<file path="config.mk">
export PLATFORM = sky130hd
export DESIGN_NAME = swm_cell
export DESIGN_NICKNAME = d
export VERILOG_FILES = /design/src/rtl/swm_pkg.sv /design/src/rtl/swm_cell.sv
export SDC_FILE = /design/constraint.sdc
export NUM_CORES = 1
export LEC_CHECK = 0
export BUFFER_PORTS_ARGS = -buffer_cell sky130_fd_sc_hd__buf_2
export CORE_MARGIN = 3
export CORE_UTILIZATION = 40
export DETAILED_ROUTE_END_ITERATION = 8
export PLACE_DENSITY = 0.7
export SYNTH_ARGS = -nofsm -noshare
export SYNTH_HDL_FRONTEND = slang
export SYNTH_SLANG_ARGS = --single-unit
</file>
<file path="constraint.sdc">
create_clock -name clk -period 4.3 [get_ports clk]
set_input_delay 0.215 -clock clk [delete_from_list [all_inputs] [get_ports clk]]
set_output_delay 0.215 -clock clk [all_outputs]
set_load 0.01 [all_outputs]
</file>
<file path="src/rtl/swm_pkg.sv">
// ----------------------------------------------------------------------------
// swm_pkg: shared types and constants for the sliding window median
// Sizes of the sorted cell chain, cell contents, and the control word that
// goes out to every cell of the chain.
// ----------------------------------------------------------------------------
package swm_pkg;

  // chain depth and sample width
  localparam int WINDOW_MAX  = 64;
  localparam int SAMPLE_BITS = 32;
  localparam int AGE_BITS    = $clog2(WINDOW_MAX);
  localparam int CNT_BITS    = $clog2(WINDOW_MAX + 1);
  localparam int CFG_BITS    = 7;
  localparam int OUT_BITS    = SAMPLE_BITS + 1;

  // window size after reset
  localparam logic [CFG_BITS-1:0] WINDOW_RESET = CFG_BITS'(3);

  typedef logic signed [SAMPLE_BITS-1:0] sample_t;
  typedef logic [AGE_BITS-1:0]           age_t;
  typedef logic [CNT_BITS-1:0]           cnt_t;

  // contents of one sorted cell
  typedef struct packed {
    logic    valid;
    sample_t value;
    age_t    age;
  } cell_t;

  // what a cell shows its neighbours: its contents and where they move
  typedef struct packed {
    cell_t data;
    logic  up;
    logic  dn;
  } link_t;

  // per-cell status gathered by the control
  typedef struct packed {
    logic dropped;
    logic excess;
  } stat_t;

  // control word sent to every cell
  typedef struct packed {
    logic    en;
    logic    ins;
    logic    clr;
    age_t    drop_age;
    cnt_t    win;
    sample_t sample;
  } cmd_t;

  // the leaving cell, as seen by all cells
  typedef struct packed {
    logic    any;
    sample_t value;
  } drop_t;

endpackage

</file>
<file path="src/rtl/swm_cell.sv">
// ----------------------------------------------------------------------------
// swm_cell: one cell of the sorted chain
// Holds one sample and its age. Each update it keeps its contents, takes
// its left or right neighbour's, or loads the new sample, so the chain stays
// sorted while the oldest cell leaves and the new sample enters.
// ----------------------------------------------------------------------------
module swm_cell (
  input  logic           clk,
  input  logic           rst_n,
  input  swm_pkg::cmd_t  cmd,
  input  swm_pkg::drop_t drop,
  input  swm_pkg::link_t left_lk,
  input  swm_pkg::link_t right_lk,
  output swm_pkg::link_t lk,
  output swm_pkg::stat_t st
);
  import swm_pkg::*;

  logic    valid_r, valid_nxt;
  sample_t value_r, value_nxt;
  age_t    age_r, age_nxt;

  logic v;
  logic after_drop;
  logic goes_right;
  logic stay;

  // own flags: leaving, beyond the window, behind the leaving cell, behind the new sample
  always_comb begin
    v          = valid_r && !cmd.clr;
    st.dropped = v && (age_r == cmd.drop_age);
    st.excess  = valid_r && (CNT_BITS'(age_r) >= cmd.win);
    after_drop = drop.any && (!v || ($signed(value_r) > $signed(drop.value)) ||
                 (($signed(value_r) == $signed(drop.value)) && (age_r < cmd.drop_age)));
    goes_right = cmd.ins && (!v || ($signed(value_r) > $signed(cmd.sample)));
    stay       = !st.dropped && (goes_right == after_drop);
    lk.up      = !st.dropped && goes_right && !after_drop;
    lk.dn      = !st.dropped && !goes_right && after_drop;
    lk.data.valid = v;
    lk.data.value = value_r;
    lk.data.age   = age_r;
  end

  // next contents from left, self, right or the new sample
  always_comb begin
    if (left_lk.up) begin
      valid_nxt = left_lk.data.valid;
      value_nxt = left_lk.data.value;
      age_nxt   = left_lk.data.age + age_t'(cmd.ins);
    end else if (stay) begin
      valid_nxt = v;
      value_nxt = value_r;
      age_nxt   = age_r + age_t'(cmd.ins);
    end else if (right_lk.dn) begin
      valid_nxt = right_lk.data.valid;
      value_nxt = right_lk.data.value;
      age_nxt   = right_lk.data.age + age_t'(cmd.ins);
    end else begin
      valid_nxt = cmd.ins;
      value_nxt = cmd.sample;
      age_nxt   = '0;
    end
  end

  // cell registers
  always_ff @(posedge clk) begin
    if (!rst_n) begin
      valid_r <= 1'b0;
    end else if (cmd.en) begin
      valid_r <= valid_nxt;
    end
  end

  always_ff @(posedge clk) begin
    if (cmd.en) begin
      value_r <= value_nxt;
      age_r   <= age_nxt;
    end
  end

endmodule

</file>
==> flow_summary_export.csv, run 1 <==
group,metric,value,unit
setup_path,cpMaxStageDelayCell,"or4b_4",
cts,cts_tree,"done",
synth,synth_fp_nets,749,
global_routing,grt_first_pass_wirelength,20900,um
cts,clockRootBuffer,"clkbuf_8",
setup_path,required,4280,ps
global_routing,antenna_found_initial,0,
floorplan,io_pins,208,
synth,yosysSeqAreaShare,26.3,%
cells_and_area,nets,951,
setup_path,reg2reg_from,"value_r[14]$_DFFE_PP_",
sta,setup_viol_count_final,0,
global_routing,grt_usage,20.3,%
setup_path,path_cells,"ha_1 > nand4_1 > or4_1 > a21oi_1 > or4b_4 > a2111oi_4 > o31a_4 > mux2i_1 > buf_4 > o21a_1 > buf_4",
placed_design,hpwl,11000,um
floorplan,num_rows,37,
synth,synthTopCellsByArea,"edfxtp_1, ha_1, mux2i_1, inv_1, nand2_1",
synth,syn_area,4410,um2
sta,finClkSkew,9.60,ps
cts,clk_latency,300,ps
pwr,power.density,230,nW/um2
synth,synth.distinct_cells,59,
cts,ctsHoldBuffers,0,
cts,clk_pin_slew_worst_paths,90,ps
pwr,ir_drop,114,uV
sta,maxSlewViolCount,0,
global_routing,grt_pass1_vias,4544,
cts,cts_setup_buffers,0,
sta,rsz0062_at_grt,"no",
setup_path,path_class,"reg -> reg",
worst_hold_path,hp-class,"in -> reg",
placed_design,dp.cells,833,
cells_and_area,drive_gt1_share,32.8,%
synth,synthArstFlopShare,0,%
sta,min_period_over_period,77.8,%
sta,fin_setup_tns,0,ps
worst_hold_path,min_from,"rst_n",
synth,syn_area_per_cell,8.79,um2
setup_path,cpMostUsedCell,"buf_4",
synth,synthFlopType,"edfxtp_1",
sta,whs,147,ps
routing,wirelength,12800,um
routing,avgViaCountPerCell,5.15,
sta,hold_viol_final,0,
cells_and_area,syn_to_final_growth,29.0,%
placed_design,portBuffers,205,
routing,ant_nets,0,
routing,vias,4331,
synth,synth_cells,502,
synth,ys_ff_latch,39,
floorplan,fp.dieH,111,um
cts,numCtsBuffers,5,
pwr,p_leak,3.10,nW
sta,max_freq,299,MHz
status,status,"finished, final reports clean",
cts,htreeDepth,2,
synth,synth_commonest_cells,"ha_1, inv_1, nand2_1",
setup_path,crit_path_start,"value_r[14]$_DFFE_PP_",
placed_design,place_area,5580,um2
cts,cts_resized,0,
synth,yosysMostFrequentCell,"ha_1",
placed_design,place_congestion,0.878,
setup_path,path_max_fanout,19,
cells_and_area,num_antenna_cells,0,
routing,first_pass_iters,5,
sta,slew_headroom,53.9,%
routing,drt-wirelength-per-cell,15.2,um
synth,netlist.area_leader.share,25.9,%
cts,cts_sinks,39,
sta,tightest_slew,691,ps
synth,synth_edf_count,38,
setup_path,max_stage_delay,500,ps
global_routing,grt_start_max_net_pins,44,
setup_path,arrival,3320,ps
flow_run,drv_cap,0,
cts,cts_buffer_depth,2,
cells_and_area,final_util,54.1,%
cells_and_area,instances_no_fill,841,
setup_path,path_delay_family,"simple AND/OR/NAND/NOR gates",
cells_and_area,final_area,5690,um2
setup_path,cp-end-kind,"register",
floorplan,die_w,111,um
floorplan,dieArea,12300,um2
global_routing,grt_remaining_overflow,0,
floorplan,start_util,42.0,%
sta,fin_crit,3350,ps
synth,yosysWarnings,0,
synth,yosysTopAreaCell,"edfxtp_1",
routing,drtIter0Drc,159,
setup_path,start_kind,"register",
routing,drt_drc_violations_left,0,
floorplan,core_area,10500,um2
setup_path,worst-path-buf-inv,2,
## cell usage in the layout (no fill, tap or decap), types with 5 or more instances in the layout
master / Yosys / routed
nand2b_1: 6 / 6
xnor2_1: 6 / 6
xor2_1: 6 / 6
o21ai_0: 43 / 43
inv_1: 79 / 79
nor2b_1: 5 / 5
nor2_1: 8 / 8
mux2i_1: 37 / 37
edfxtp_1: 38 / 38
buf_4: 1 / 5
nand2_1: 60 / 60
nand3_1: 13 / 13
nand4_1: 12 / 12
buf_2: 0 / 205
ha_1: 82 / 82
a21o_1: 5 / 5
clkbuf_8: 0 / 5
a21oi_1: 29 / 29
## flip-flops by register name, summed over array words and instances (netlist names)
name,flops
value_r,32
valid_r,1
age_r,6
## cells by family (layout without fill, tap and decap cells)
kind of cell / count (synthesis) / in the layout / share of synthesized area, %
xor+xnor: 12 / 12 / 2.38
mux: 38 / 38 / 8.65
buf+inv: 94 / 297 / 8.26
fa+ha+maj: 82 / 82 / 23.3
flops: 39 / 39 / 26.3
simple gates: 131 / 131 / 15.8
compound gates: 106 / 106 / 15.3
## stage by stage
step           worst slack (ps)  power (mW)
2_1_floorplan               670       0.798
3_3_place_gp                983       0.981
3_5_place_dp                972        1.00
4_1_cts                     944        1.33
5_1_grt                     733        1.41
6_report                    953        1.31
## report_power, final
part | leakage (nW) | internal [mW] | switching (mW) | total (mW)
Sequential | 0.378 | 0.463 | 0.0334 | 0.497
Clock | 0.0581 | 0.173 | 0.147 | 0.320
Combinational | 2.67 | 0.231 | 0.264 | 0.495
Total | 3.10 | 0.867 | 0.444 | 1.31
## final cells by class
| type | count | area [um2] |
|---|---|---|
| fill | 970 | 4820 |
| multi-input combinational | 369 | 2890 |
| sequential | 39 | 1160 |
| timing repair buffer | 210 | 1060 |
| inverter | 79 | 297 |
| tap | 136 | 170 |
| clock buffer | 5 | 68.8 |
| clock inverter | 3 | 43.8 |
## final timing paths
path	cells after the start	slack, ps	to
worst max-delay path	11	950	value_r[0]$_DFFE_PP_
worst min register to register	4	710	valid_r$_SDFFE_PN0P_
worst max register to register	11	950	value_r[0]$_DFFE_PP_
worst min-delay path	3	150	valid_r$_SDFFE_PN0P_
## routing by layer
metal,global-route usage (%),part of all wire [%]
met5,0,0
met2,36.6,50
met1,24.5,41
met3,4.26,7.4
met4,5.25,1.7
## worst register-to-register path, cell delays in order, from the launching register on
cell,delay (ps)
edfxtp_1,440
ha_1,330
nand4_1,140
or4_1,170
a21oi_1,60
or4b_4,500
a2111oi_4,340
o31a_4,210
mux2i_1,180
buf_4,200
o21a_1,150
buf_4,280
No activity file was read; power rests on OpenSTA's default activity.
==> run 2: changes to the inputs <==
- clock period: 4.3 -> 3.2 ns (I/O delays scaled with it)
==> run 2 against run 1 <==
Power grew 35%; critical path depth unchanged; final cell count up 3.2%; highest routed layer unchanged; clock power grew 3%; critical path type unchanged; register-to-register slack worse by 910 ps; fmax grew 5.9%; first-iteration DRC count increased by 9.4%; largest power group is now combinational cells; flip-flop and latch count is the same; wire length rose by 4.1%; global-route usage is 0.35 points higher.
==> flow_summary_export.csv, run 2 (synthesized netlist as in run 1, its figures left out) <==
group,metric,value,unit
status,status,"finished, final reports clean",
pwr,seqPwrFrac,37.5,%
cells_and_area,nets,978,
setup_path,cp-end-kind,"register",
sta,fin_crit,3160,ps
worst_hold_path,hold_depth,3,
setup_path,path_max_fanout,5,
global_routing,grt_start_max_net_pins,51,
cells_and_area,largestRegisters,"value_r x32, age_r x6, valid_r x1",
cts,htreeDepth,2,
setup_path,worst-path-buf-inv,2,
sta,min_period_over_period,98.8,%
routing,wirelength,13300,um
setup_path,r2r_cells,11,
routing,ant_nets,0,
sta,rsz0062_at_grt,"yes",
pwr,combPwrFrac,43.9,%
cells_and_area,final_area,6100,um2
placed_design,place_area,5620,um2
floorplan,start_util,42.0,%
pwr,p_leak,3.26,nW
pwr,netSwitchingFraction,34.7,%
cells_and_area,drive_gt1_share,37.7,%
setup_path,path_class,"reg -> reg",
pwr,clockPowerShare,18.5,%
routing,drtIter0Drc,174,
cts,clockRootBuffer,"clkbuf_8",
global_routing,grt_remaining_overflow,0,
floorplan,core_area,10500,um2
global_routing,grt_first_pass_wirelength,21300,um
floorplan,io_pins,208,
global_routing,grt_pass1_vias,4632,
pwr,ir_drop,199,uV
cells_and_area,syn_to_final_growth,38.4,%
floorplan,dieArea,12300,um2
cells_and_area,mostFrequentLayoutCell,"buf_2",
sta,slew_headroom,43.2,%
placed_design,dp.cells,834,
sta,finClkSkew,9.51,ps
setup_path,path_cells,"ha_4 > or3b_1 > a221o_1 > a21oi_2 > o221ai_2 > a211oi_2 > nor3_4 > mux2i_4 > buf_6 > o21a_4 > clkbuf_16",
setup_path,arrival,3170,ps
setup_path,max_stage_delay,490,ps
routing,vias,4452,
cts,cts_tree,"done",
sta,max_freq,316,MHz
cells_and_area,instances_no_fill,868,
setup_path,path_delay_family,"compound AO/OA/AOI/OAI gates",
placed_design,place_congestion,0.830,
placed_design,hpwl,11000,um
routing,first_pass_iters,6,
cts,cts_sinks,39,
sta,setup_viol_count_final,0,
pwr,power,1.77,mW
cells_and_area,layout_common_cells,"buf_2, inv_1, ha_1",
pwr,p_switching,615,uW
global_routing,antenna_found_initial,0,
cells_and_area,top_register,"value_r",
pwr,p_int,1.16,mW
cts,clk_latency,290,ps
sta,hold_viol_final,0,
cts,cts_buffer_depth,2,
sta,tightest_slew,852,ps
pwr,power.density,290,nW/um2
worst_hold_path,hp-class,"in -> reg",
floorplan,fp.dieH,111,um
setup_path,cp_num_cells,11,
setup_path,required,3210,ps
cells_and_area,largest_register_ffs,32,
cells_and_area,num_antenna_cells,0,
global_routing,grt_usage,20.7,%
cts,clk_pin_slew_worst_paths,80,ps
routing,avgViaCountPerCell,5.13,
cts,numCtsBuffers,5,
routing,drt_drc_violations_left,0,
routing,drt-wirelength-per-cell,15.4,um
placed_design,portBuffers,205,
flow_run,drv_cap,0,
floorplan,num_rows,37,
setup_path,start_kind,"register",
floorplan,die_w,111,um
setup_path,cpMaxStageDelayCell,"edfxtp_1",
sta,maxSlewViolCount,0,
## run 2: path summary, 6_finish.rpt
kind	start	slack, ps	endpoint
hold / removal	rst_n	110	valid_r$_SDFFE_PN0P_
hold reg to reg	valid_r$_SDFFE_PN0P_	710	valid_r$_SDFFE_PN0P_
setup / recovery	value_r[31]$_DFFE_PP_	40	value_r[14]$_DFFE_PP_
setup reg to reg	value_r[31]$_DFFE_PP_	40	value_r[14]$_DFFE_PP_
## run 2: area by class of cell
type | count | area [um2]
Fill cell | 951 | 4400
Multi-Input combinational cell | 369 | 3060
Timing Repair Buffer | 237 | 1340
Sequential cell | 39 | 1160
Inverter | 79 | 297
Tap cell | 136 | 170
Clock buffer | 6 | 72.6
Clock inverter | 2 | 7.51
## run 2: metal layers
metal	wire length, um	global-route usage (%)	share of wire (%)	vias up
li1	-	-	-	2248
met1	5570	24.8	42	2040
met2	6680	37.6	50	152
met3	943	4.59	7.1	12
met4	130	4.35	0.98	0
met5	0	0	0	-
## run 2: worst min-delay path, cell delays in order
cell and delay, ps:
buf_2 90, a32oi_1 50, nand2_1 60
## run 2: timing repair
action	in CTS	in global routing
pin swaps	4	10
hold buffers	0	0
endpoints found under the setup margin	33	39
setup buffers	12	11
gates resized for setup	13	19
gates cloned	2	1
## run 2: power groups by stage
| stage | Clock (mW) | Combinational [mW] | Sequential [mW] |
|---|---|---|---|
| after floorplan | 0 | 0.385 | 0.688 |
| after global placement | 0 | 0.655 | 0.676 |
| after detailed placement | 0 | 0.679 | 0.679 |
| after CTS | 0.337 | 0.737 | 0.664 |
| after global routing | 0.355 | 0.878 | 0.673 |
| final | 0.329 | 0.779 | 0.666 |
## run 2: stage by stage
stage / hold WS, ps / setup slack, ps / TNS, ps / util, %
finish: 105 / 38.2 / 0 / 58.1
global route: 120 / -56.9 / -1330 / 58.1
CTS: 91.7 / 9.93 / 0 / 56.2
detailed placement: 398 / -64.3 / -1390 / 53.4
global placement: 388 / 55.1 / 0 / 53.4
floorplan: 272 / 69.8 / 0 / -
